File: src/sv/bcf_ram.sv
`default_nettype none

module bcf_ram #(
	parameter int WIDTH = 32,
	parameter int DEPTH = 40,
	parameter int ADDR_W = (DEPTH > 1) ? $clog2(DEPTH) : 1
) (
	input  wire logic              clk,
	input  wire logic              we,
	input  wire logic [ADDR_W-1:0] waddr,
	input  wire logic [WIDTH-1:0]  wdata,
	input  wire logic              re,
	input  wire logic [ADDR_W-1:0] raddr,
	output logic      [WIDTH-1:0]  rdata
);

	logic [WIDTH-1:0] mem_q [DEPTH];

	// one write port, one registered read port; read data holds without re
	always_ff @(posedge clk) begin
		if (we) begin
			mem_q[waddr] <= wdata;
		end
		if (re) begin
			rdata <= mem_q[raddr];
		end
	end

endmodule

`default_nettype wire

File: config.mk
export PLATFORM = sky130hd
export DESIGN_NAME = bcf_ram
export DESIGN_NICKNAME = d
export VERILOG_FILES = /design/src/sv/bcf_ram.sv
export SDC_FILE = /design/constraint.sdc
export NUM_CORES = 1
export LEC_CHECK = 0
export BUFFER_PORTS_ARGS = -buffer_cell sky130_fd_sc_hd__buf_4
export CAP_MARGIN = 20
export CORE_ASPECT_RATIO = 0.7
export CORE_MARGIN = 4
export CORE_UTILIZATION = 62
export DETAILED_ROUTE_END_ITERATION = 7
export PLACE_DENSITY = 0.91
export SYNTH_ARGS = -nofsm -noshare
export SYNTH_HDL_FRONTEND = slang
export SYNTH_SLANG_ARGS = --single-unit
File: constraint.sdc
create_clock -name clk -period 4.74 [get_ports clk]
set_input_delay 0.237 -clock clk [delete_from_list [all_inputs] [get_ports clk]]
set_output_delay 0.237 -clock clk [all_outputs]
set_load 0.01 [all_outputs]
==> results.yml <==
outcome:
  status: "complete, no violations"
synthesis:
  synth_edf_count: 1312
  syn_area_per_cell_um2: 19.9
  yosysSeqAreaShare_pct: 77.3
  syn_inst: 2562
  synthSimpleGateAreaFrac_pct: 0.872
  synthArstFlopShare_pct: 0
  synth_top_family_by_area: "multiplexers"
  synthXorXnorAreaFrac_pct: 0
  ys.flop_type: "edfxtp_1"
  yosysUniqueCellTypes: 32
  muxShareOfSynthArea_pct: 13.6
  synth-compound-area-share_pct: 6.46
  ys_warn_count: 0
  syn-cell-area_um2: 50900
  synth_fp_nets: 2609
  synth_fa_ha_area_share_pct: 0
  ys_ff_latch: 1312
placement:
  gp_congestion: 0.833
  io_buffers: 78
  dp_hpwl_mm: 71.2
  dp.cells: 3629
finish:
  final_common_cell: "edfxtp_1"
  instances_no_fill: 3859
  syn_to_final_growth_pct: 11.5
  fin_nets: 2746
  mostFrequentLayoutCells: "edfxtp_1 (1312), mux2i_1 (512), buf_4 (142), a22oi_1 (128), clkbuf_16 (109)"
  drive_gt1_share_pct: 18.3
  fill_cells: 4487
clocking:
  cts_buffers: 105
  clk_path_buf_depth: 3
  cts-resized-gates: 0
  cts_tree: "built"
  cts_sinks: 1312
  htreeDepth: 3
  clk_pin_slew_ps: 80
  insertion_delay_ps: 700
  clock-root-buffer: "clkbuf_16"
grt:
  grt_max_degree: 74
  first_global_vias: 28000
  grt_pass1_wl_mm: 197
  track_usage_pct: 31.9
  grt_overflow: 0
  antenna_found_initial: 2
sta:
  finClkSkew_ps: 32.1
  rsz0062_at_grt: "false"
  fin_setup_tns_ps: 0
  finalSetupViolCount: 0
  fmax_mhz: 402
  drv_slew: 0
  timing.slew.headroom_pct: 27.6
  fin_crit_sh_pct: 52.5
  finalHoldViolations: 0
  tightest_slew_ps: 1080
  timing.final.crit_period_ps: 2490
critical_path:
  critPathTopFamily: "buffers and inverters"
  path_cells: "buf_8 > buf_4 > mux2i_1 > a22o_1 > a221oi_1 > o22ai_1 > o41ai_2"
  end_kind: "flop"
  worstSetupPathType: "in2reg"
  slowest_delay_ps: 710
  crit_slowest_cell: "buf_4"
  crit_buf_inv: 2
  critPathLaunchType: "input pin"
  worstPathRequired_ps: 5230
  arrival_ps: 2980
  crit_fanout: 73
die:
  die_area_um2: 86900
  coreArea_um2: 81000
  die_x_um: 351
  io_pins: 79
  rows: 87
  start_util_pct: 62.9
  fp.dieH_um: 248
drt:
  viasPerCell: 7.25
  firstDrtPassIters: 6
  vias: 28000
  drt.antenna.violating_nets: 0
  wire_per_inst_um: 35.9
  drt-total-wl_mm: 138
  drc: 0
  drt-initial-drc-count: 5085
pwr:
  p_total_w: 0.0231
  p_leak_nw: 19.1
  ir_worst_vdd_uv: 420
  p_per_area_nw_per_um2: 407
flow_run:
  max_cap_violations: 0
worst_hold_path:
  min_path_type: "in2reg"
-- synth_stat cells, types with 2 or more instances --
| library cell | instances | area share, % |
|---|---|---|
| nor2b_1 | 5 | 0.061 |
| a22o_1 | 64 | 1.1 |
| o22ai_1 | 32 | 0.39 |
| nand2_1 | 39 | 0.29 |
| buf_6 | 14 | 0.31 |
| edfxtp_1 | 1312 | 77 |
| nor2_1 | 41 | 0.30 |
| a221oi_1 | 37 | 0.64 |
| nor3_1 | 2 | 0.020 |
| buf_2 | 28 | 0.28 |
| a221oi_2 | 27 | 0.80 |
| nand2b_1 | 5 | 0.061 |
| a22oi_1 | 128 | 1.9 |
| mux4_2 | 64 | 2.8 |
| buf_4 | 25 | 0.37 |
| mux2i_1 | 512 | 10 |
| clkbuf_4 | 9 | 0.13 |
| mux2_2 | 32 | 0.71 |
| a21oi_1 | 64 | 0.63 |
| buf_1 | 15 | 0.11 |
| clkbuf_1 | 62 | 0.46 |
| o41ai_2 | 32 | 1.0 |
| nand3_1 | 4 | 0.039 |
-- logic make-up after synthesis --
group,Yosys count
flops,1312
mux,608
simple gates,103
compound gates,384
buf+inv,155
-- area by class of cell --
class | instances | area (um2) | share of cell area, %
Sequential cell | 1312 | 39400 | 69.4
Multi-Input combinational cell | 1095 | 11000 | 19.4
Clock buffer | 129 | 2800 | 4.94
Timing Repair Buffer | 185 | 1610 | 2.84
Tap cell | 1068 | 1340 | 2.35
Clock inverter | 67 | 626 | 1.10
Antenna cell | 3 | 7.51 | 0.0132
-- layer usage --
| metal | share of wire (%) | global-route usage [%] | vias to the layer above |
|---|---|---|---|
| met2 | 46 | 49.5 | 2801 |
| met5 | 0 | 0 | - |
| met1 | 33 | 43.3 | 13800 |
| met3 | 15 | 7.20 | 527 |
| met4 | 5.9 | 16.0 | 0 |
| li1 | - | - | 10900 |
-- final timing paths --
kind	start	end	slack (ps)	cells past startpoint
max	raddr[0]	rdata[20]	2250	7
min	wdata[31]	mem_q[1][31]	50	1
max reg2reg	mem_q[9][2]	rdata[2]	2770	5
min reg2reg	mem_q[39][27]	rdata[27]	880	4
-- worst register-to-register path: stages, from the launching register on --
cell      delay, ps
edfxtp_1        330
mux2i_1          80
a22o_1          280
a221oi_1        280
o22ai_1         170
o41ai_2         570
-- flip-flops by register name, summed over array words and instances, names as in the netlist --
| signal | cells |
|---|---|
| mem_q | 1280 |
| rdata | 32 |
-- repair_timing --
item | 4_1_cts | 5_1_grt
hold buffers | 31 | 0
endpoints found under the hold margin | 1005 | 0
buffers inserted | 0 | 0
-- through the flow --
step / utilization [%] / hold slack [ps] / worst slack [ps] / cell area (um2)
2_1_floorplan: - / 336 / 1350 / 50900
4_1_cts: 70.1 / 7.18 / 2330 / 56800
6_report: 70.1 / 50.0 / 2250 / 56800
3_3_place_gp: 65.5 / 647 / 1850 / 53000
5_1_grt: 70.1 / 36.6 / 2180 / 56800
3_5_place_dp: 65.5 / 652 / 1710 / 53000
-- report_power, final --
part / total (W) / internal [W] / switching, W
Combinational: 0.00127 / 0.000449 / 0.000818
Clock: 0.00894 / 0.00486 / 0.00408
Sequential: 0.0129 / 0.0129 / 0.0000512
Note: power is estimated with default switching activity, not from simulation.
