<file path="src/sv/bcf_pkg.sv">
`default_nettype none

package bcf_pkg;

	// item modes
	localparam logic [1:0] MODE_FILTER = 2'd0;
	localparam logic [1:0] MODE_LOAD   = 2'd1;
	localparam logic [1:0] MODE_CLEAR  = 2'd2;

	// coefficient slots within one stage
	localparam logic [2:0] SLOT_B0 = 3'd0;
	localparam logic [2:0] SLOT_B1 = 3'd1;
	localparam logic [2:0] SLOT_B2 = 3'd2;
	localparam logic [2:0] SLOT_A1 = 3'd3;
	localparam logic [2:0] SLOT_A2 = 3'd4;
	localparam int NUM_SLOTS = 5;

	localparam int SAMPLE_W = 16;
	localparam int COEFF_W  = 32;
	localparam int WIDE_W   = 64;

	// multiplier operand a select
	typedef enum logic [2:0] {
		OPA_Y1_LO,
		OPA_Y1_HI,
		OPA_Y2_LO,
		OPA_Y2_HI,
		OPA_X,
		OPA_X1,
		OPA_X2,
		OPA_ZERO
	} opa_sel_t;

	// accumulator operation on the registered product
	typedef enum logic [2:0] {
		ACC_HOLD,
		ACC_NEG,
		ACC_SUB,
		ACC_SUB_HI,
		ACC_SUB_HI_SHR,
		ACC_ADD
	} acc_op_t;

	// one history row per stage
	typedef struct packed {
		logic [WIDE_W-1:0]   y2;
		logic [WIDE_W-1:0]   y1;
		logic [SAMPLE_W-1:0] x2;
		logic [SAMPLE_W-1:0] x1;
	} hist_row_t;

	// sequencer to datapath controls
	typedef struct packed {
		opa_sel_t opa;
		acc_op_t  acc_op;
		logic     x_load;
		logic     commit;
		logic     out_load;
		logic     hist_valid;
	} ctl_t;

endpackage

`default_nettype wire

</file>
<file path="src/sv/bcf_dp.sv">
`default_nettype none

module bcf_dp #(
	parameter int FRAC_BITS = 20,
	parameter int HEADROOM_BITS = 4
) (
	input  wire logic                                  clk,
	input  wire bcf_pkg::ctl_t                         ctl,
	input  wire logic signed [bcf_pkg::SAMPLE_W-1:0]   sample,
	input  wire logic        [bcf_pkg::COEFF_W-1:0]    coeff_rdata,
	input  wire bcf_pkg::hist_row_t                    hist_rdata,
	output bcf_pkg::hist_row_t                         hist_wdata,
	output logic signed      [bcf_pkg::SAMPLE_W-1:0]   filtered
);

	localparam int PRE_SHIFT = (FRAC_BITS > HEADROOM_BITS) ? FRAC_BITS - HEADROOM_BITS : 0;
	localparam logic [bcf_pkg::WIDE_W-1:0] ROUND_ONE =
		bcf_pkg::WIDE_W'(64'd1 << (FRAC_BITS - 1));

	logic [bcf_pkg::SAMPLE_W-1:0] x_q;
	logic [bcf_pkg::WIDE_W-1:0]   prod_q;
	logic [bcf_pkg::WIDE_W-1:0]   acc_q;
	logic [bcf_pkg::SAMPLE_W-1:0] filtered_q;

	bcf_pkg::hist_row_t           row;
	logic signed [bcf_pkg::WIDE_W-1:0] y1p;
	logic signed [bcf_pkg::WIDE_W-1:0] y2p;
	logic signed [32:0]           opa;
	logic signed [64:0]           mul;
	logic [bcf_pkg::WIDE_W-1:0]   prod_hi;
	logic [bcf_pkg::WIDE_W-1:0]   sub_hi;
	logic [bcf_pkg::WIDE_W-1:0]   rsum;
	logic signed [bcf_pkg::WIDE_W-1:0] rsh;

	// history of a stage not yet run since clear reads as zero
	assign row = ctl.hist_valid ? hist_rdata : '0;

	// feedback terms are pre-shifted before the product
	assign y1p = $signed(row.y1) >>> PRE_SHIFT;
	assign y2p = $signed(row.y2) >>> PRE_SHIFT;

	// operand a: low halves unsigned, high halves and samples signed
	always_comb begin
		case (ctl.opa)
			bcf_pkg::OPA_Y1_LO: opa = {1'b0, y1p[31:0]};
			bcf_pkg::OPA_Y1_HI: opa = {y1p[63], y1p[63:32]};
			bcf_pkg::OPA_Y2_LO: opa = {1'b0, y2p[31:0]};
			bcf_pkg::OPA_Y2_HI: opa = {y2p[63], y2p[63:32]};
			bcf_pkg::OPA_X:     opa = {{17{x_q[15]}}, x_q};
			bcf_pkg::OPA_X1:    opa = {{17{row.x1[15]}}, row.x1};
			bcf_pkg::OPA_X2:    opa = {{17{row.x2[15]}}, row.x2};
			default:            opa = '0;
		endcase
	end

	// shared multiplier
	assign mul = opa * $signed({1'b0, coeff_rdata[31:0]} - {coeff_rdata[31], 32'd0});

	assign prod_hi = {prod_q[31:0], 32'd0};
	assign sub_hi  = acc_q - prod_hi;

	// rounding of the wide stage output to the next sample
	assign rsum = acc_q + ROUND_ONE;
	assign rsh  = $signed(rsum) >>> FRAC_BITS;

	// product register
	always_ff @(posedge clk) begin
		prod_q <= mul[63:0];
	end

	// accumulator
	always_ff @(posedge clk) begin
		case (ctl.acc_op)
			bcf_pkg::ACC_NEG:        acc_q <= '0 - prod_q;
			bcf_pkg::ACC_SUB:        acc_q <= acc_q - prod_q;
			bcf_pkg::ACC_SUB_HI:     acc_q <= sub_hi;
			bcf_pkg::ACC_SUB_HI_SHR: acc_q <= $signed(sub_hi) >>> HEADROOM_BITS;
			bcf_pkg::ACC_ADD:        acc_q <= acc_q + prod_q;
			default:                 acc_q <= acc_q;
		endcase
	end

	// stage input sample and output register
	always_ff @(posedge clk) begin
		if (ctl.x_load) begin
			x_q <= sample;
		end else if (ctl.commit) begin
			x_q <= rsh[15:0];
		end
		if (ctl.out_load) begin
			filtered_q <= x_q;
		end
	end

	// history row written back at the end of a stage
	always_comb begin
		hist_wdata.y2 = row.y1;
		hist_wdata.y1 = acc_q;
		hist_wdata.x2 = row.x1;
		hist_wdata.x1 = x_q;
	end

	assign filtered = filtered_q;

endmodule

`default_nettype wire

</file>
<file path="config.mk">
export PLATFORM = sky130hd
export DESIGN_NAME = bcf_dp
export DESIGN_NICKNAME = d
export VERILOG_FILES = /design/src/sv/bcf_pkg.sv /design/src/sv/bcf_dp.sv
export SDC_FILE = /design/constraint.sdc
export NUM_CORES = 2
export LEC_CHECK = 0
export BUFFER_PORTS_ARGS = -buffer_cell sky130_fd_sc_hd__buf_2
export CAP_MARGIN = 20
export CORE_ASPECT_RATIO = 1.25
export CORE_UTILIZATION = 45
export CTS_BUF_LIST = sky130_fd_sc_hd__clkbuf_4 sky130_fd_sc_hd__clkbuf_8
export DETAILED_ROUTE_END_ITERATION = 10
export SLEW_MARGIN = 20
export SYNTH_ARGS = -nofsm -noshare
export SYNTH_HDL_FRONTEND = slang
export SYNTH_SLANG_ARGS = --single-unit
</file>
<file path="constraint.sdc">
create_clock -name clk -period 15.4 [get_ports clk]
set_input_delay 1.54 -clock clk [delete_from_list [all_inputs] [get_ports clk]]
set_output_delay 1.54 -clock clk [all_outputs]
set_load 0.1 [all_outputs]
</file>
==> insert_results.sql <==
INSERT INTO impl_metrics (metric_group, metric, value, unit) VALUES
('outcome', 'run_status', 'completed', ''),
('route', 'drt_first_iter_violations', '3202', ''),
('route', 'average_wire_length_per_cell_after_detail_routing', '24.07', 'um'),
('run', 'max_cap_viol_count', '0', ''),
('die', 'die_area', '120100', 'um2'),
('worst_setup_path', 'worst-path-buf-inv', '7', ''),
('die', 'fp-row-count', '140', ''),
('grt', 'grt_max_degree', '56', ''),
('worst_setup_path', 'crit_arrival', '12.86', 'ns'),
('yosys', 'synth_enable_flop_cells', '96', ''),
('clocking', 'cts_tree', 'done', ''),
('yosys', 'synth_flop_cell', 'sky130_fd_sc_hd__edfxtp_1', ''),
('timing', 'worstMarginPinSlew', '1.279', 'ns'),
('grt', 'grt_pass1_wl', '279.1', 'mm'),
('timing', 'worst_slack', '2.931', 'ns'),
('place', 'io_buffer_count', '378', ''),
('timing', 'report.final.slew_viol_count', '0', ''),
('worst_setup_path', 'critPathMostFrequentCell', 'sky130_fd_sc_hd__fa_1', ''),
('yosys', 'synth.yosys.seq_area_share', '7.798', '%'),
('layout', 'layout.nets', '7868', ''),
('clocking', 'clock-sinks', '160', ''),
('route', 'detailroute.via_count', '43582', ''),
('route', 'route.antenna.remaining_nets', '0', ''),
('timing', 'setup_violations', '0', ''),
('layout', 'layout.cells.non_filler', '7795', ''),
('die', 'io_pins', '395', ''),
('worst_setup_path', 'worst_setup_path_end_kind', 'flip-flop', ''),
('timing', 'grt_setup_unrepaired', 'false', ''),
('worst_setup_path', 'slowest_stage_cell_on_the_critical_path', 'sky130_fd_sc_hd__a22o_1', ''),
('die', 'die_w', '310.1', 'um'),
('timing', 'finalCritPeriodShare', '80.97', '%'),
('place', 'finalWeightedCongestion', '1.030', ''),
('yosys', 'synth-async-reset-ratio', '0', '%'),
('route', 'drtPass1Iterations', '6', ''),
('grt', 'first_global_vias', '45292', ''),
('timing', 'max_freq', '0.08020', 'GHz'),
('yosys', 'syn_avg_cell_area', '8.820', 'um2'),
('clocking', 'ctsLongestPathBuffers', '2', ''),
('yosys', 'post_synth_main_area_contributors', 'sky130_fd_sc_hd__fa_1, sky130_fd_sc_hd__inv_1, sky130_fd_sc_hd__ha_1', ''),
('layout', 'finish.instance_area', '57140', 'um2'),
('timing', 'timing.max_slew.rel_slack', '12.32', '%'),
('place', 'place.detailed.instances', '7756', ''),
('yosys', 'synth.yosys.warnings', '0', ''),
('worst_setup_path', 'cpPeakStageDelay', '0.94', 'ns'),
('worst_setup_path', 'timing.setup.critical_path_class', 'input pin to flip-flop', ''),
('grt', 'groute.usage.overall', '31.60', '%'),
('layout', 'syn_to_final_growth', '7.015', '%'),
('route', 'drt-vias-per-instance', '5.591', ''),
('timing', 'final.min_clock_period', '12.47', 'ns'),
('timing', 'skew', '0.02438', 'ns'),
('grt', 'grt_antenna_before_repair', '13', ''),
('yosys', 'synth_cell_type_count', '87', ''),
('clocking', 'htree_num_levels', '4', ''),
('yosys', 'synth-seq-cells', '160', ''),
('worst_setup_path', 'critPathTopFamily', 'adder cells', ''),
('layout', 'layout-drive-gt1-share', '9.089', '%'),
('clocking', 'cts.repair_timing.setup_buffer_count', '0', ''),
('yosys', 'post-synth-top-area-cell', 'sky130_fd_sc_hd__fa_1', ''),
('clocking', 'clock_insertion_delay_worst_skew', '0.58', 'ns'),
('place', 'dpl-instance-area', '56720', 'um2'),
('worst_setup_path', 'largest_fanout_on_the_critical_path', '30', ''),
('route', 'detail_route.drc_violations', '0', ''),
('worst_setup_path', 'critPathRequiredTime', '15.80', 'ns'),
('yosys', 'post_synth_instance_area', '53400', 'um2'),
('die', 'initial_utilization', '45.64', '%'),
('yosys', 'yosys.area.top_type_share', '42.25', '%'),
('worst_setup_path', 'timing.critical_path.from_type', 'input pin', ''),
('clocking', 'post_cts_hold_buffer_count', '0', ''),
('clocking', 'clkTransAtPathRegs', '0.11', 'ns'),
('die', 'die_h', '387.1', 'um'),
('worst_hold_path', 'min-delay-path-class', 'flip-flop to flip-flop', ''),
('place', 'worst_slack_at_placement', '2.488', 'ns'),
('route', 'detail_route.wirelength', '187.7', 'mm'),
('clocking', 'cts_inserted_buffers', '17', ''),
('yosys', 'syn_nets', '7708', ''),
('clocking', 'postCtsResizedCells', '0', ''),
('clocking', 'clock-root-buffer', 'sky130_fd_sc_hd__clkbuf_8', ''),
('die', 'core', '117000', 'um2'),
('yosys', 'post_synth_inst_count', '6054', ''),
('timing', 'report.final.hold_viol_count', '0', ''),
('timing', 'setup_total_negative_slack', '0', 'ns'),
('grt', 'grt-ovfl-total', '0', ''),
('place', 'dpl_wire_length', '150.5', 'mm');
[cell type report]
| type | instances | area (um2) |
|---|---|---|
| Clock inverter | 14 | 153.9 |
| Timing Repair Buffer | 449 | 2429 |
| Tap cell | 1562 | 1954 |
| Inverter | 1172 | 4399 |
| Fill cell | 11488 | 59870 |
| Multi-Input combinational cell | 4414 | 43790 |
| Sequential cell | 160 | 4164 |
| Clock buffer | 18 | 241.5 |
| Antenna cell | 6 | 15.01 |
[flip-flops by register name (all words and copies together), names as in the netlist]
register / count
filtered: 16
acc_q: 64
prod_q: 64
x_q: 16
[cells by family after synthesis]
group                    share of synthesized area (%)
buffers and inverters                            10.41
multiplexers                                     1.228
adder cells (fa/ha/maj)                          49.47
XOR/XNOR                                         4.757
flip-flops                                       7.798
AO/OA/AOI/OAI                                    8.752
AND/OR/NAND/NOR                                  17.59
[synth_stat cells, types with 52 or more instances]
library cell               instances
sky130_fd_sc_hd__edfxtp_1         96
sky130_fd_sc_hd__inv_1          1168
sky130_fd_sc_hd__dfxtp_1          64
sky130_fd_sc_hd__a21o_1           78
sky130_fd_sc_hd__and2_1          579
sky130_fd_sc_hd__nor2_1          267
sky130_fd_sc_hd__xnor2_1         204
sky130_fd_sc_hd__clkbuf_1        288
sky130_fd_sc_hd__xor2_1           86
sky130_fd_sc_hd__o21ai_0         142
sky130_fd_sc_hd__nand2_1         765
sky130_fd_sc_hd__nand3_1          52
sky130_fd_sc_hd__fa_1           1127
sky130_fd_sc_hd__ha_1            308
sky130_fd_sc_hd__a21oi_1         202
[worst paths after layout]
path | slack (ns) | from | to | cells past startpoint
min reg2reg | 0.56 | x_q[12] | filtered[12] | 0
max | 2.93 | ctl[8] | prod_q[61] | 31
max reg2reg | 4.74 | x_q[15] | prod_q[60] | 30
min | 0.56 | x_q[12] | filtered[12] | 0
[through the flow]
stage | utilization (%) | hold slack (ns)
6_report | 48.84 | 0.5610
5_1_grt | 48.83 | 0.5668
4_1_cts | 48.81 | 0.5666
3_5_place_dp | 48.47 | 0.5217
3_3_place_gp | 48.47 | 0.5085
2_1_floorplan | - | 0.6086
[metal layers]
metal  track usage, %  part of all wire [%]  up-vias
met5                0                 0.019        -
met4            21.08                   7.8        8
met3            5.242                   7.1      520
met2            53.01                    48     1888
met1            36.95                    37    22212
li1                 -                     -    18954
[placed cells by master, fill, tap and decap left out, drive strengths merged, types with 16 or more instances in the layout]
master / instances
xor2: 86
a211oi: 25
buf: 449
mux2i: 43
clkbuf: 18
edfxtp: 96
nand2b: 22
nor4: 16
and2: 579
fa: 1127
nor2b: 26
dfxtp: 64
a31oi: 22
a21oi: 203
xnor2: 204
a221oi: 17
a22oi: 29
o21bai: 23
nor3: 51
a21o: 78
nand4: 40
nand2: 766
inv: 1173
nand3: 53
and3: 23
mux2: 16
ha: 308
or3: 16
a22o: 16
o21a: 20
nor2: 267
o21ai: 150
Power is left out: the tool's default activity adds up to more than one toggle a clock period on the data nets, which glitch-free logic cannot reach.
