$ cat src/sv/bcf_pkg.sv
`default_nettype none

package bcf_pkg;

	// item modes
	localparam logic [1:0] MODE_FILTER = 2'd0;
	localparam logic [1:0] MODE_LOAD   = 2'd1;
	localparam logic [1:0] MODE_CLEAR  = 2'd2;

	// coefficient slots within one stage
	localparam logic [2:0] SLOT_B0 = 3'd0;
	localparam logic [2:0] SLOT_B1 = 3'd1;
	localparam logic [2:0] SLOT_B2 = 3'd2;
	localparam logic [2:0] SLOT_A1 = 3'd3;
	localparam logic [2:0] SLOT_A2 = 3'd4;
	localparam int NUM_SLOTS = 5;

	localparam int SAMPLE_W = 16;
	localparam int COEFF_W  = 32;
	localparam int WIDE_W   = 64;

	// multiplier operand a select
	typedef enum logic [2:0] {
		OPA_Y1_LO,
		OPA_Y1_HI,
		OPA_Y2_LO,
		OPA_Y2_HI,
		OPA_X,
		OPA_X1,
		OPA_X2,
		OPA_ZERO
	} opa_sel_t;

	// accumulator operation on the registered product
	typedef enum logic [2:0] {
		ACC_HOLD,
		ACC_NEG,
		ACC_SUB,
		ACC_SUB_HI,
		ACC_SUB_HI_SHR,
		ACC_ADD
	} acc_op_t;

	// one history row per stage
	typedef struct packed {
		logic [WIDE_W-1:0]   y2;
		logic [WIDE_W-1:0]   y1;
		logic [SAMPLE_W-1:0] x2;
		logic [SAMPLE_W-1:0] x1;
	} hist_row_t;

	// sequencer to datapath controls
	typedef struct packed {
		opa_sel_t opa;
		acc_op_t  acc_op;
		logic     x_load;
		logic     commit;
		logic     out_load;
		logic     hist_valid;
	} ctl_t;

endpackage

`default_nettype wire

$ cat src/sv/bcf_ctrl.sv
`default_nettype none

module bcf_ctrl #(
	parameter int MAX_STAGES = 8,
	localparam int IW = (MAX_STAGES > 1) ? $clog2(MAX_STAGES) : 1,
	localparam int CW = $clog2(MAX_STAGES + 1),
	localparam int CAW = $clog2(MAX_STAGES * bcf_pkg::NUM_SLOTS)
) (
	input  wire logic           clk,
	input  wire logic           arst_n,
	input  wire logic           in_valid,
	output logic                in_stall,
	input  wire logic [1:0]     mode,
	input  wire logic [2:0]     stage_index,
	input  wire logic [2:0]     coeff_index,
	output logic                out_valid,
	input  wire logic           out_stall,
	input  wire logic           cfg_wr_en,
	input  wire logic [3:0]     cfg_wr_data,
	output bcf_pkg::ctl_t       ctl,
	output logic                coeff_we,
	output logic [CAW-1:0]      coeff_waddr,
	output logic                coeff_re,
	output logic [CAW-1:0]      coeff_raddr,
	output logic                hist_we,
	output logic [IW-1:0]       hist_waddr,
	output logic                hist_re,
	output logic [IW-1:0]       hist_raddr
);

	localparam logic [1:0] ST_IDLE = 2'd0;
	localparam logic [1:0] ST_RUN  = 2'd1;
	localparam logic [1:0] ST_DONE = 2'd2;

	localparam logic [3:0] S0 = 4'd0;
	localparam logic [3:0] S1 = 4'd1;
	localparam logic [3:0] S2 = 4'd2;
	localparam logic [3:0] S3 = 4'd3;
	localparam logic [3:0] S4 = 4'd4;
	localparam logic [3:0] S5 = 4'd5;
	localparam logic [3:0] S6 = 4'd6;
	localparam logic [3:0] S7 = 4'd7;
	localparam logic [3:0] S8 = 4'd8;
	localparam logic [3:0] S9 = 4'd9;

	logic [1:0]            state_q;
	logic [3:0]            step_q;
	logic [IW-1:0]         stage_q;
	logic [CW-1:0]         n_q;
	logic [CAW-1:0]        base_q;
	logic [MAX_STAGES-1:0] hv_q;
	logic [3:0]            stage_count_q;
	logic                  out_valid_q;

	logic                  accept;
	logic                  out_take;
	logic                  out_free;
	logic [CW-1:0]         n_eff;
	logic [CW-1:0]         stage_next;
	logic                  last_stage;
	logic [CAW-1:0]        rd_base;
	logic [2:0]            rd_slot;

	assign in_stall  = (state_q != ST_IDLE);
	assign accept    = in_valid && !in_stall;
	assign out_valid = out_valid_q;
	assign out_take  = out_valid_q && !out_stall;
	assign out_free  = !out_valid_q || !out_stall;

	// active stages, limited to what is built
	always_comb begin
		if (32'(stage_count_q) > MAX_STAGES) begin
			n_eff = CW'(MAX_STAGES);
		end else begin
			n_eff = CW'(stage_count_q);
		end
	end

	assign stage_next = CW'(stage_q) + CW'(1);
	assign last_stage = (stage_next == n_q);

	// step nine also issues the reads of the following stage
	assign rd_base    = (step_q == S9) ? CAW'(32'(base_q) + bcf_pkg::NUM_SLOTS) : base_q;
	assign hist_raddr = (step_q == S9) ? IW'(32'(stage_q) + 1) : stage_q;
	assign hist_re    = (state_q == ST_RUN) && ((step_q == S0) || (step_q == S9));
	assign hist_we    = ctl.commit;
	assign hist_waddr = stage_q;

	// coefficient read schedule
	always_comb begin
		coeff_re = 1'b0;
		rd_slot  = bcf_pkg::SLOT_A1;
		if (state_q == ST_RUN) begin
			case (step_q)
				S0, S9: begin
					coeff_re = 1'b1;
					rd_slot  = bcf_pkg::SLOT_A1;
				end
				S2: begin
					coeff_re = 1'b1;
					rd_slot  = bcf_pkg::SLOT_A2;
				end
				S4: begin
					coeff_re = 1'b1;
					rd_slot  = bcf_pkg::SLOT_B0;
				end
				S5: begin
					coeff_re = 1'b1;
					rd_slot  = bcf_pkg::SLOT_B1;
				end
				S6: begin
					coeff_re = 1'b1;
					rd_slot  = bcf_pkg::SLOT_B2;
				end
				default: begin
					coeff_re = 1'b0;
				end
			endcase
		end
	end
	assign coeff_raddr = CAW'(32'(rd_base) + 32'(rd_slot));

	// coefficient writes from load items
	assign coeff_we = accept && (mode == bcf_pkg::MODE_LOAD)
		&& (32'(stage_index) < MAX_STAGES) && (32'(coeff_index) < bcf_pkg::NUM_SLOTS);
	assign coeff_waddr = CAW'(32'(stage_index) * bcf_pkg::NUM_SLOTS + 32'(coeff_index));

	// multiplier and accumulator schedule
	always_comb begin
		ctl.opa        = bcf_pkg::OPA_ZERO;
		ctl.acc_op     = bcf_pkg::ACC_HOLD;
		ctl.x_load     = accept && (mode == bcf_pkg::MODE_FILTER);
		ctl.commit     = (state_q == ST_RUN) && (step_q == S9);
		ctl.out_load   = (state_q == ST_DONE) && out_free;
		ctl.hist_valid = hv_q[stage_q];
		if (state_q == ST_RUN) begin
			case (step_q)
				S1: ctl.opa = bcf_pkg::OPA_Y1_LO;
				S2: begin
					ctl.opa    = bcf_pkg::OPA_Y1_HI;
					ctl.acc_op = bcf_pkg::ACC_NEG;
				end
				S3: begin
					ctl.opa    = bcf_pkg::OPA_Y2_LO;
					ctl.acc_op = bcf_pkg::ACC_SUB_HI;
				end
				S4: begin
					ctl.opa    = bcf_pkg::OPA_Y2_HI;
					ctl.acc_op = bcf_pkg::ACC_SUB;
				end
				S5: begin
					ctl.opa    = bcf_pkg::OPA_X;
					ctl.acc_op = bcf_pkg::ACC_SUB_HI_SHR;
				end
				S6: begin
					ctl.opa    = bcf_pkg::OPA_X1;
					ctl.acc_op = bcf_pkg::ACC_ADD;
				end
				S7: begin
					ctl.opa    = bcf_pkg::OPA_X2;
					ctl.acc_op = bcf_pkg::ACC_ADD;
				end
				S8: ctl.acc_op = bcf_pkg::ACC_ADD;
				default: ctl.opa = bcf_pkg::OPA_ZERO;
			endcase
		end
	end

	// sequencer
	always_ff @(posedge clk or negedge arst_n) begin
		if (!arst_n) begin
			state_q <= ST_IDLE;
			step_q  <= S0;
			stage_q <= '0;
			n_q     <= '0;
			base_q  <= '0;
		end else begin
			case (state_q)
				ST_IDLE: begin
					if (accept && (mode == bcf_pkg::MODE_FILTER)) begin
						n_q     <= n_eff;
						stage_q <= '0;
						base_q  <= '0;
						step_q  <= S0;
						state_q <= (n_eff == '0) ? ST_DONE : ST_RUN;
					end
				end
				ST_RUN: begin
					if (step_q == S9) begin
						if (last_stage) begin
							state_q <= ST_DONE;
						end else begin
							stage_q <= IW'(stage_next);
							base_q  <= rd_base;
							step_q  <= S1;
						end
					end else begin
						step_q <= step_q + 4'd1;
					end
				end
				ST_DONE: begin
					if (out_free) begin
						state_q <= ST_IDLE;
					end
				end
				default: begin
					state_q <= ST_IDLE;
				end
			endcase
		end
	end

	// history valid bits, per stage
	always_ff @(posedge clk or negedge arst_n) begin
		if (!arst_n) begin
			hv_q <= '0;
		end else if (accept && (mode == bcf_pkg::MODE_CLEAR)) begin
			hv_q <= '0;
		end else if (ctl.commit) begin
			hv_q[stage_q] <= 1'b1;
		end
	end

	// stage count register
	always_ff @(posedge clk or negedge arst_n) begin
		if (!arst_n) begin
			stage_count_q <= '0;
		end else if (cfg_wr_en) begin
			stage_count_q <= cfg_wr_data;
		end
	end

	// output valid
	always_ff @(posedge clk or negedge arst_n) begin
		if (!arst_n) begin
			out_valid_q <= 1'b0;
		end else if (ctl.out_load) begin
			out_valid_q <= 1'b1;
		end else if (out_take) begin
			out_valid_q <= 1'b0;
		end
	end

	// a result only appears after the cascade has finished
	a_out_after_done: assert property (@(posedge clk) disable iff (!arst_n)
		$rose(out_valid_q) |-> $past(state_q == ST_DONE))
		else $error("result shown without a finished cascade");

	// the running stage is always one of the active ones
	a_stage_range: assert property (@(posedge clk) disable iff (!arst_n)
		(state_q == ST_RUN) |-> (CW'(stage_q) < n_q))
		else $error("running stage beyond active count");

	// the step counter never passes the commit step
	a_step_range: assert property (@(posedge clk) disable iff (!arst_n)
		(state_q == ST_RUN) |-> (step_q <= S9))
		else $error("step counter out of range");

	// a clear item leaves no stage history valid
	a_clear: assert property (@(posedge clk) disable iff (!arst_n)
		(accept && (mode == bcf_pkg::MODE_CLEAR)) |=> (hv_q == '0))
		else $error("history not cleared");

endmodule

`default_nettype wire

$ cat config.mk
export PLATFORM = sky130hd
export DESIGN_NAME = bcf_ctrl
export DESIGN_NICKNAME = d
export VERILOG_FILES = /design/src/sv/bcf_pkg.sv /design/src/sv/bcf_ctrl.sv
export SDC_FILE = /design/constraint.sdc
export NUM_CORES = 1
export LEC_CHECK = 0
export BUFFER_PORTS_ARGS = -buffer_cell sky130_fd_sc_hd__buf_2
export CAP_MARGIN = 20
export CORE_MARGIN = 1
export CORE_UTILIZATION = 54
export CTS_CLUSTER_SIZE = 24
export DETAILED_ROUTE_END_ITERATION = 6
export PLACE_DENSITY = 0.8
export SYNTH_ARGS = -nofsm -noshare
export SYNTH_HDL_FRONTEND = slang
export SYNTH_SLANG_ARGS = --single-unit
$ cat constraint.sdc
create_clock -name clk -period 3.09 [get_ports clk]
set_input_delay 0.1545 -clock clk [delete_from_list [all_inputs] [get_ports clk]]
set_output_delay 0.1545 -clock clk [all_outputs]
set_load 0.01 [all_outputs]
==> run summary, run 1 <==
CP required = 2.94 ns
Number of synthesized flops with an enable pin = 0
Fmax = 358.4 MHz
VDD IR-drop max = 0.4064 mV
Pint = 0.001319 W
Slew @ Worst Pin = 0.7038 ns
Synth Area in Adders = 9.604%
Setup crit end kind = primary output
Switching power = 0.001041 W
FF-to-FF path depth = 5
Most frequent cells in the layout = 50 x buf_2, 32 x dfrtp_1, 28 x nor2_1, 26 x nand2_1, 18 x a21oi_1
Netlist cell types = 49
# diodes = 0
Clock group share of total power = 12.0%
Post-Syn Area per Cell = 9.109 um2
Ys flop type = dfrtp_1
Tot GR Track Use = 24.30%
Final setup fails = 0
Tmin final = 2.790 ns
Syn Nets = 279
Slew margin rel. = 53.08%
Cell Count Post-Placement = 339
Vias per cell = 5.658
Chip width = 66.42 um
Placed cell area = 2521 um2
Mapped cell area = 2241 um2
H-tree depth = 2
CTS buffer count = 5
Clock Skew = 0.005632 ns
Logic pwr share = 56.5%
Critical path's slowest cell = dfrtp_1
Status = finished, final reports clean
GPL Wtd Cong = 0.7830
Area growth syn-to-layout = 16.69%
Site Rows = 23
Layout Cells excl Fill = 345
XOR/XNOR Fraction of Synth Area = 7.426%
CTS sink count = 32
DR iter-0 viols = 138
Largest family of logic cells by synthesized area = simple AND/OR/NAND/NOR gates
TritonCTS clock tree = built
Yosys warns = 0
Critical Path Start Type = register
Fraction of registers with async set/reset = 100.0%
RSZ-0062 raised after global routing = false
Switching Fraction = 44.11%
Hold crit path type = in -> reg
Final WL = 4770 um
Sequential share of power = 31.5%
Finished Cell Area = 2615 um2
Fin crit share = 90.30%
Vias in the first global route = 1823
Gate Count Post-Synth = 246
Layout cell share with drive strength beyond 1 = 25.42%
Mux cell area share after synthesis = 8.040%
Cell Pwr Density = 902.4 nW/um2
Max Cap Viol = 0
FF+latch count, synth = 32
Seq/Total Area, Yosys = 35.73%
Initial antenna violation count = 0
Post-DRT Antenna Nets = 0
First-pass GRT wire length = 7941 um
Simple-Gate Fraction of Synth Area = 17.48%
Die area = 4412 um2
Hold Vio Cnt, Final = 0
Clock Tree Buf Depth = 2
LEAKAGE = 1.308 nW
# port buffers = 50
Setup CP Type = reg -> out
Starting Density = 56.02%
# DRC = 0
Compound-Gate Fraction of Synth Area = 16.25%
Setup_tns = 0 ns
Residual overflow from global routing = 0
CP cell instances = nor4bb_4 -> nand2_1 -> o21ai_0 -> ha_1 -> a21o_1 -> a21oi_1 -> nor3_1 -> xnor2_1 -> buf_2
Ports = 51
Number of fill cells = 356
Die Span Y = 66.42 um
Routed WL per cell = 13.83 um
Fin util = 65.37%
Pin count of the biggest net entering global routing = 33
Post-layout nets = 330
DP HPWL = 3546 um
CP arrival = 2.64 ns
Clk Latency, worst-skew pair = 0.28 ns
Via count = 1952
Commonest non-fill, non-tap cell in the layout = buf_2
Core area = 4000 um2
CP peak stage delay = 0.56 ns
CTS clk-pin slew, worst paths = 0.06 ns
Slew Limit Fails = 0
Crit-path max FO = 15
Drt pass-1 iters = 4
Clock Tree Root = clkbuf_8
Worst hold stages = 3
## worst paths after layout
kind | to | start | slack, ns
setup / recovery | coeff_raddr[5] | step_q[1] | 0.30
hold / removal | out_valid | out_stall | 0.10
setup reg to reg | base_q[4] | step_q[1] | 0.56
hold reg to reg | hv_q[1] | hv_q[1] | 0.49
max in group asynchronous | hv_q[0] | arst_n | 2.18
min in group asynchronous | step_q[3] | arst_n | 0.46
## Yosys cell counts, types with 3 or more instances
library cell / instances / area (um2)
mux2_2: 7 / 78.83
nor3_1: 5 / 25.02
xnor2_1: 11 / 96.34
xor2_1: 8 / 70.07
nor4_1: 4 / 25.02
a31oi_1: 9 / 56.30
nand2_1: 26 / 97.59
clkbuf_1: 3 / 11.26
ha_1: 14 / 175.2
mux2i_1: 6 / 60.06
a21o_1: 5 / 37.54
a21oi_1: 18 / 90.09
buf_2: 5 / 25.02
dfrtp_1: 32 / 800.8
nor2_1: 28 / 105.1
o21ai_0: 10 / 50.05
nand2b_1: 4 / 25.02
inv_1: 11 / 41.29
## cell type report
class	instances	area (um2)	area share, %
inverter	12	45.04	1.722
multi-input combinational	189	1333	50.96
sequential	32	800.8	30.62
tap	50	62.56	2.392
clock buffer	5	68.82	2.632
timing repair buffer	57	305.3	11.67
## power groups by stage
stage | Clock [W] | Sequential [W] | Combinational [W]
floorplan | 0 | 0.000656 | 0.00105
global placement | 0 | 0.000730 | 0.00130
detailed placement | 0 | 0.000740 | 0.00132
CTS | 0.000289 | 0.000734 | 0.00133
global route | 0.000311 | 0.000765 | 0.00151
finish | 0.000283 | 0.000744 | 0.00133
## kinds of logic (layout without fill, tap and decap cells)
family	after synthesis	after routing
adder cells (fa/ha/maj)	16	16
AND/OR/NAND/NOR	80	80
XOR/XNOR	19	19
flip-flops	32	32
AO/OA/AOI/OAI	58	58
buffers and inverters	25	74
multiplexers	16	16
## through the flow
stage                     hold WS (ns)  worst slack [ns]  total power [W]
after CTS                       0.1005            0.1070         0.002356
after global routing           0.09964           0.07941         0.002587
final                           0.1028            0.2998         0.002360
after detailed placement        0.2460            0.4200         0.002065
after global placement          0.2413            0.5120         0.002027
after floorplan                -0.1411            0.8382         0.001708
## state kept, by name (all words and copies together), names as in the netlist
signal	flops
base_q	6
hist_waddr	3
hv_q	8
n_q	4
out_valid	1
stage_count_q	4
state_q	2
step_q	4
## timing repair
item,CTS,global route
setup buffers,0,0
resized for setup,0,2
hold endpoints to repair,32,0
hold buffers,1,0
endpoints found under the setup margin,0,3
## layer usage
metal	track usage [%]	vias to the layer above	routed length, um
met4	10.64	0	86
li1	-	961	-
met2	42.09	50	2433
met3	6.379	9	186
met5	0	-	0
met1	27.96	932	2063
## worst max-delay path, delay by kind of cell (launching register included)
kind,cells,cell delay [ns]
AOI/OAI and AO/OA,3,0.58
xor gates and xnor gates,1,0.15
adders and majority gates,1,0.32
buffers and inverters,1,0.14
DFF,1,0.56
and+or+nand+nor,3,0.61
No activity file was read; power rests on OpenSTA's default activity.
==> inputs of run 2 (changes only) <==
--- a/config.mk
+++ b/config.mk
@@ -11,6 +11,7 @@
 export CORE_UTILIZATION = 54
 export CTS_CLUSTER_SIZE = 24
 export DETAILED_ROUTE_END_ITERATION = 6
+export MAX_ROUTING_LAYER = met4
 export PLACE_DENSITY = 0.8
 export SYNTH_ARGS = -nofsm -noshare
 export SYNTH_HDL_FRONTEND = slang
==> run 2 against run 1 <==
Via count shrank 0.72%. Total power is essentially flat. Sequential share of layout area stayed put. Clock skew shrank 0.00094 ns. Highest routed layer unchanged. Sequential power is essentially flat. Hold slack improved by 0.00056 ns. Wire length fell by 0.42%.
==> run summary, run 2 (synthesized netlist as in run 1, its figures left out) <==
Status = finished, final reports clean
Max FFs per register = 8 (unchanged)
Die Span Y = 66.42 um (unchanged)
Final WL = 4750 um (-0.42%)
Largest regs = hv_q: 8 flops, base_q: 6 flops
First-pass GRT wire length = 7962 um (+0.26%)
Layout cell share with drive strength beyond 1 = 25.42% (unchanged)
Vias in the first global route = 1826 (+0.16%)
H-tree depth = 2 (unchanged)
Final setup fails = 0 (unchanged)
Post-CTS setup buffers = 0 (unchanged)
Area of the multi-input gates = 1333 um2 (unchanged)
DP HPWL = 3546 um (unchanged)
CP arrival = 2.63 ns (about the same)
Initial antenna violation count = 0 (unchanged)
Routed WL per cell = 13.77 um (-0.42%)
Layout Cells excl Fill = 345 (unchanged)
Clock Tree Buf Depth = 2 (unchanged)
CP cell instances = nor4bb_4 -> nand2_1 -> o21ai_0 -> ha_1 -> a21o_1 -> a21oi_1 -> nor3_1 -> xnor2_1 -> buf_2
Tmin final = 2.782 ns (-0.007914 ns)
Clk Latency, worst-skew pair = 0.28 ns (about the same)
Vias per cell = 5.617 (-0.72%)
Critical path's slowest cell = dfrtp_1
Number of fill cells = 356 (unchanged)
Post-layout nets = 330 (unchanged)
Hold Vio Cnt, Final = 0 (unchanged)
Tot GR Track Use = 25.08% (+0.77 points)
Post-DRT Antenna Nets = 0 (unchanged)
Via count = 1938 (-0.72%)
Ports = 51 (unchanged)
Fmax = 359.4 MHz (+0.28%)
# port buffers = 50 (unchanged)
Total power = 0.002358 W (about the same)
Clock Tree Root = clkbuf_8
CTS clk-pin slew, worst paths = 0.06 ns (about the same)
GPL Wtd Cong = 0.7938 (+1.4%)
CP peak stage delay = 0.56 ns (about the same)
CP required = 2.94 ns (about the same)
Cell Count Post-Placement = 339 (unchanged)
LEAKAGE = 1.308 nW (unchanged)
# DRC = 0 (unchanged)
Residual overflow from global routing = 0 (unchanged)
Setup_tns = 0 ns (unchanged)
VDD IR-drop max = 0.4069 mV (+0.11%)
Hold slack = 0.1033 ns (+0.0005610 ns)
Clock Skew = 0.004692 ns (-0.0009396 ns)
Max Cap Viol = 0 (unchanged)
Drt pass-1 iters = 4 (unchanged)
Cell Pwr Density = 901.7 nW/um2 (about the same)
Slew Limit Fails = 0 (unchanged)
Fin crit share = 90.04% (-0.26 points)
CTS buffer count = 5 (unchanged)
CP delay by family, top = simple AND/OR/NAND/NOR gates
Area growth syn-to-layout = 16.69% (unchanged)
Site Rows = 23 (unchanged)
Setup CP Type = reg -> out
Setup crit end kind = primary output
Slew @ Worst Pin = 0.7143 ns (+0.01054 ns)
# diodes = 0 (unchanged)
Critical Path Start Type = register
Commonest non-fill, non-tap cell in the layout = buf_2
CTS sink count = 32 (unchanged)
Crit-path max FO = 15 (unchanged)
RSZ-0062 raised after global routing = false
Hold crit path type = in -> reg
Worst reg-to-reg setup slack = 0.56 ns (about the same)
Pin count of the biggest net entering global routing = 33 (unchanged)
Die area = 4412 um2 (unchanged)
DR iter-0 viols = 144 (+4.3%)
Most frequent cells in the layout = 50 x buf_2, 32 x dfrtp_1, 28 x nor2_1, 26 x nand2_1, 18 x a21oi_1
Fin util = 65.37% (unchanged)
CP Buf/Inv Count = 1 (unchanged)
FF+latch area = 800.8 um2 (unchanged)
Chip width = 66.42 um (unchanged)
TritonCTS clock tree = built
Starting Density = 56.02% (unchanged)
Top reg by flops = hv_q
Core area = 4000 um2 (unchanged)
Slew margin rel. = 52.38% (-0.70 points)
## run 2: cell counts in the layout (fill, tap and decap cells not counted)
No cell type changed its count.
## run 2: timing repair
item	CTS	global route
endpoints found under the hold margin	32	0
hold buffers	1	0
gates resized for setup	0	2
endpoints found under the setup margin	0	3
## run 2: cell type report
class | count | share of cell area [%]
multi-input combinational | 189 | 50.96
sequential | 32 | 30.62
timing repair buffer | 57 | 11.67
clock buffer | 5 | 2.632
tap | 50 | 2.392
inverter | 12 | 1.722
## run 2: metrics by stage
| step | worst slack (ns) | instance area [um2] |
|---|---|---|
| 3_5_place_dp | 0.4200 | 2521 |
| 6_report | 0.3078 | 2615 |
| 4_1_cts | 0.1070 | 2600 |
| 5_1_grt | 0.07942 | 2615 |
| 3_3_place_gp | 0.5120 | 2521 |
| 2_1_floorplan | 0.8382 | 2241 |
## run 2: worst paths after layout
check | endpoint | cells after the start | startpoint
max | coeff_raddr[5] | 9 | step_q[1]
min | out_valid | 3 | out_stall
max reg2reg | base_q[4] | 5 | step_q[1]
min reg2reg | hv_q[1] | 2 | hv_q[1]
max in group asynchronous | hv_q[1] | 2 | arst_n
min in group asynchronous | base_q[2] | 2 | arst_n
## run 2: routing by layer
metal | track usage (%) | up-vias | share of wire [%]
met4 | 10.64 | 0 | 1.8
met1 | 28.29 | 915 | 42
met3 | 6.379 | 9 | 4.8
met5 | - | - | 0
li1 | - | 960 | -
met2 | 42.09 | 54 | 52
## run 2: worst register-to-register path, delay by kind of cell (launching register included)
| kind | cells | cell delay, ns |
|---|---|---|
| muxes | 1 | 0.34 |
| DFF | 1 | 0.56 |
| and+or+nand+nor | 2 | 0.93 |
| AOI/OAI and AO/OA | 1 | 0.33 |
| buffers and inverters | 1 | 0.26 |
## run 2: report_power, final
group / leakage (nW) / internal (W) / total, W / switching, W
clock network: 0.0359 / 0.000145 / 0.000282 / 0.000138
registers: 0.403 / 0.000562 / 0.000744 / 0.000182
logic: 0.870 / 0.000613 / 0.00133 / 0.000719
==> inputs of run 3 (changes only) <==
--- a/config.mk
+++ b/config.mk
@@ -12,7 +12,8 @@
 export CTS_CLUSTER_SIZE = 24
 export DETAILED_ROUTE_END_ITERATION = 6
 export MAX_ROUTING_LAYER = met4
-export PLACE_DENSITY = 0.8
+export PLACE_DENSITY_LB_ADDON = 0.25
 export SYNTH_ARGS = -nofsm -noshare
 export SYNTH_HDL_FRONTEND = slang
 export SYNTH_SLANG_ARGS = --single-unit
+export TNS_END_PERCENT = 1
==> run 3 against run 2 <==
Fmax increased by 1.1%. Clock-buffer cell count unchanged. Utilization is 0.22 points lower. Non-clock buffer count stayed put. First-iteration DRC count shrank 40%. Largest cell class unchanged. Worst setup slack improved by 0.029 ns. Critical endpoint unchanged. Clock skew down 0.00059 ns. Die area did not move. Final area is 0.33% lower. Wire length down 4.6%.
==> run summary, run 3 (synthesized netlist as in run 1, its figures left out) <==
Number of fill cells = 342 (-3.9%)
CP peak stage delay = 0.49 ns (-0.07 ns)
Area growth syn-to-layout = 16.30%
Hold slack = 0.1059 ns (+0.002567 ns)
Post-layout nets = 330 (unchanged)
Cell Count Post-Placement = 339 (unchanged)
Met2 usage = 40.94% (-1.1 points)
Hold Vio Cnt, Final = 0 (unchanged)
Clock Skew = 0.004106 ns (-0.0005857 ns)
Tmin final = 2.753 ns (-0.02916 ns)
Busiest grt layer = met2
TritonCTS clock tree = built
Slew margin rel. = 54.29% (+1.9 points)
CTS sink count = 32 (unchanged)
Placed cell area = 2521 um2 (unchanged)
Vias per cell = 5.594 (-0.41%)
Max Cap Viol = 0 (unchanged)
Clock Tree Buf Depth = 2 (unchanged)
RSZ-0062 raised after global routing = false
Fmax = 363.2 MHz (+1.1%)
# port buffers = 50 (unchanged)
Drt pass-1 iters = 4 (unchanged)
GPL Wtd Cong = 0.8390 (+5.7%)
Layout cell share with drive strength beyond 1 = 25.42% (unchanged)
Vias in the first global route = 1794 (-1.8%)
Most frequent cells in the layout = 50 x buf_2, 32 x dfrtp_1, 28 x nor2_1, 26 x nand2_1, 18 x a21oi_1
CP arrival = 2.60 ns (-0.03 ns)
CP required = 2.94 ns (about the same)
Initial antenna violation count = 0 (unchanged)
Clock Tree Root = clkbuf_8
Layout Cells excl Fill = 345 (unchanged)
Pin count of the biggest net entering global routing = 33 (unchanged)
Setup crit end kind = primary output
Top reg by flops = hv_q
# diodes = 0 (unchanged)
First-pass GRT wire length = 7631 um (-4.2%)
Fin crit share = 89.10% (-0.94 points)
Site Rows = 23 (unchanged)
Hold crit path type = in -> reg
Slew Limit Fails = 0 (unchanged)
Tot GR Track Use = 23.52% (-1.6 points)
Via count = 1930 (-0.41%)
Finished Cell Area = 2606 um2 (-0.33%)
Setup CP Type = reg -> out
CTS buffer count = 5 (unchanged)
VDD IR-drop max = 0.4518 mV (+11%)
Max FFs per register = 8 (unchanged)
Critical path's slowest cell = dfrtp_1
CP cell instances = nor4bb_2 -> o21ai_0 -> ha_1 -> a21o_1 -> a21oi_1 -> nor3_1 -> xnor2_1 -> buf_2
Status = finished, final reports clean
DR iter-0 viols = 87 (-40%)
Die area = 4412 um2 (unchanged)
Final WL = 4530 um (-4.6%)
Largest regs = hv_q: 8 flops, base_q: 6 flops
Cell Pwr Density = 898.3 nW/um2 (-0.38%)
Residual overflow from global routing = 0 (unchanged)
Setup_tns = 0 ns (unchanged)
H-tree depth = 2 (unchanged)
Crit-path max FO = 10 (-5)
Clk Latency, worst-skew pair = 0.28 ns (about the same)
Slew @ Worst Pin = 0.6857 ns (-0.02861 ns)
DP HPWL = 3505 um (-1.2%)
# DRC = 0 (unchanged)
Starting Density = 56.02% (unchanged)
Post-DRT Antenna Nets = 0 (unchanged)
GR Layer Usage met3 = 3.621% (-2.8 points)
LEAKAGE = 1.305 nW (-0.26%)
Die Span Y = 66.42 um (unchanged)
Total power = 0.002341 W (-0.72%)
CTS clk-pin slew, worst paths = 0.06 ns (about the same)
Met1 global-route usage = 26.83% (-1.5 points)
Commonest non-fill, non-tap cell in the layout = buf_2
Routed WL per cell = 13.13 um (-4.6%)
Ports = 51 (unchanged)
Critical Path Start Type = register
Final setup fails = 0 (unchanged)
Chip width = 66.42 um (unchanged)
Core area = 4000 um2 (unchanged)
[run 3: routing by layer]
metal	share of wire, %	up-vias
met4	2.0	0
met2	52	59
met1	42	897
met3	4.0	11
met5	0	-
li1	-	963
[run 3: metrics by stage]
stage               worst slack [ns]  utilization [%]
floorplan                     0.8382                -
global placement              0.5329            63.03
detailed placement            0.4523            63.03
CTS                           0.1308            65.00
global route                  0.1220            65.15
finish                        0.3369            65.15
[run 3: final timing paths]
path,start,to,slack [ns],cells after the start
min in group asynchronous,arst_n,step_q[1],0.45,2
setup reg to reg,hist_waddr[0],base_q[3],0.56,6
setup / recovery,step_q[2],coeff_raddr[5],0.34,8
hold / removal,cfg_wr_data[1],stage_count_q[1],0.11,2
max in group asynchronous,arst_n,hist_waddr[1],2.20,2
hold reg to reg,hv_q[2],hv_q[2],0.50,2
[run 3: area by class of cell]
class / instances / area, um2 / share of cell area, %
inverters: 12 / 45.04 / 1.728
flip-flops and latches: 32 / 800.8 / 30.72
clock buffers: 5 / 68.82 / 2.640
multi-input cells: 189 / 1324 / 50.79
repair buffers: 57 / 305.3 / 11.71
well taps: 50 / 62.56 / 2.400
[run 3: report_power, final]
| part | switching, W | internal, W |
|---|---|---|
| logic | 0.000716 | 0.000608 |
| registers | 0.000178 | 0.000562 |
| clock network | 0.000132 | 0.000145 |
| total | 0.00103 | 0.00131 |
[run 3: timing repair]
item | in CTS | in global routing
resized for setup | 0 | 1
endpoints found under the hold margin | 32 | 0
setup buffers | 0 | 0
endpoints found under the setup margin | 0 | 1
hold buffers | 1 | 0
[run 3: worst max-delay path, delay by kind of cell (launching register included)]
kind,cells,cell delay (ns)
buffers and inverters,1,0.14
AND/OR/NAND/NOR,2,0.56
flip-flops,1,0.49
AO/OA/AOI/OAI,3,0.63
adder cells (fa/ha/maj),1,0.35
XOR/XNOR,1,0.15
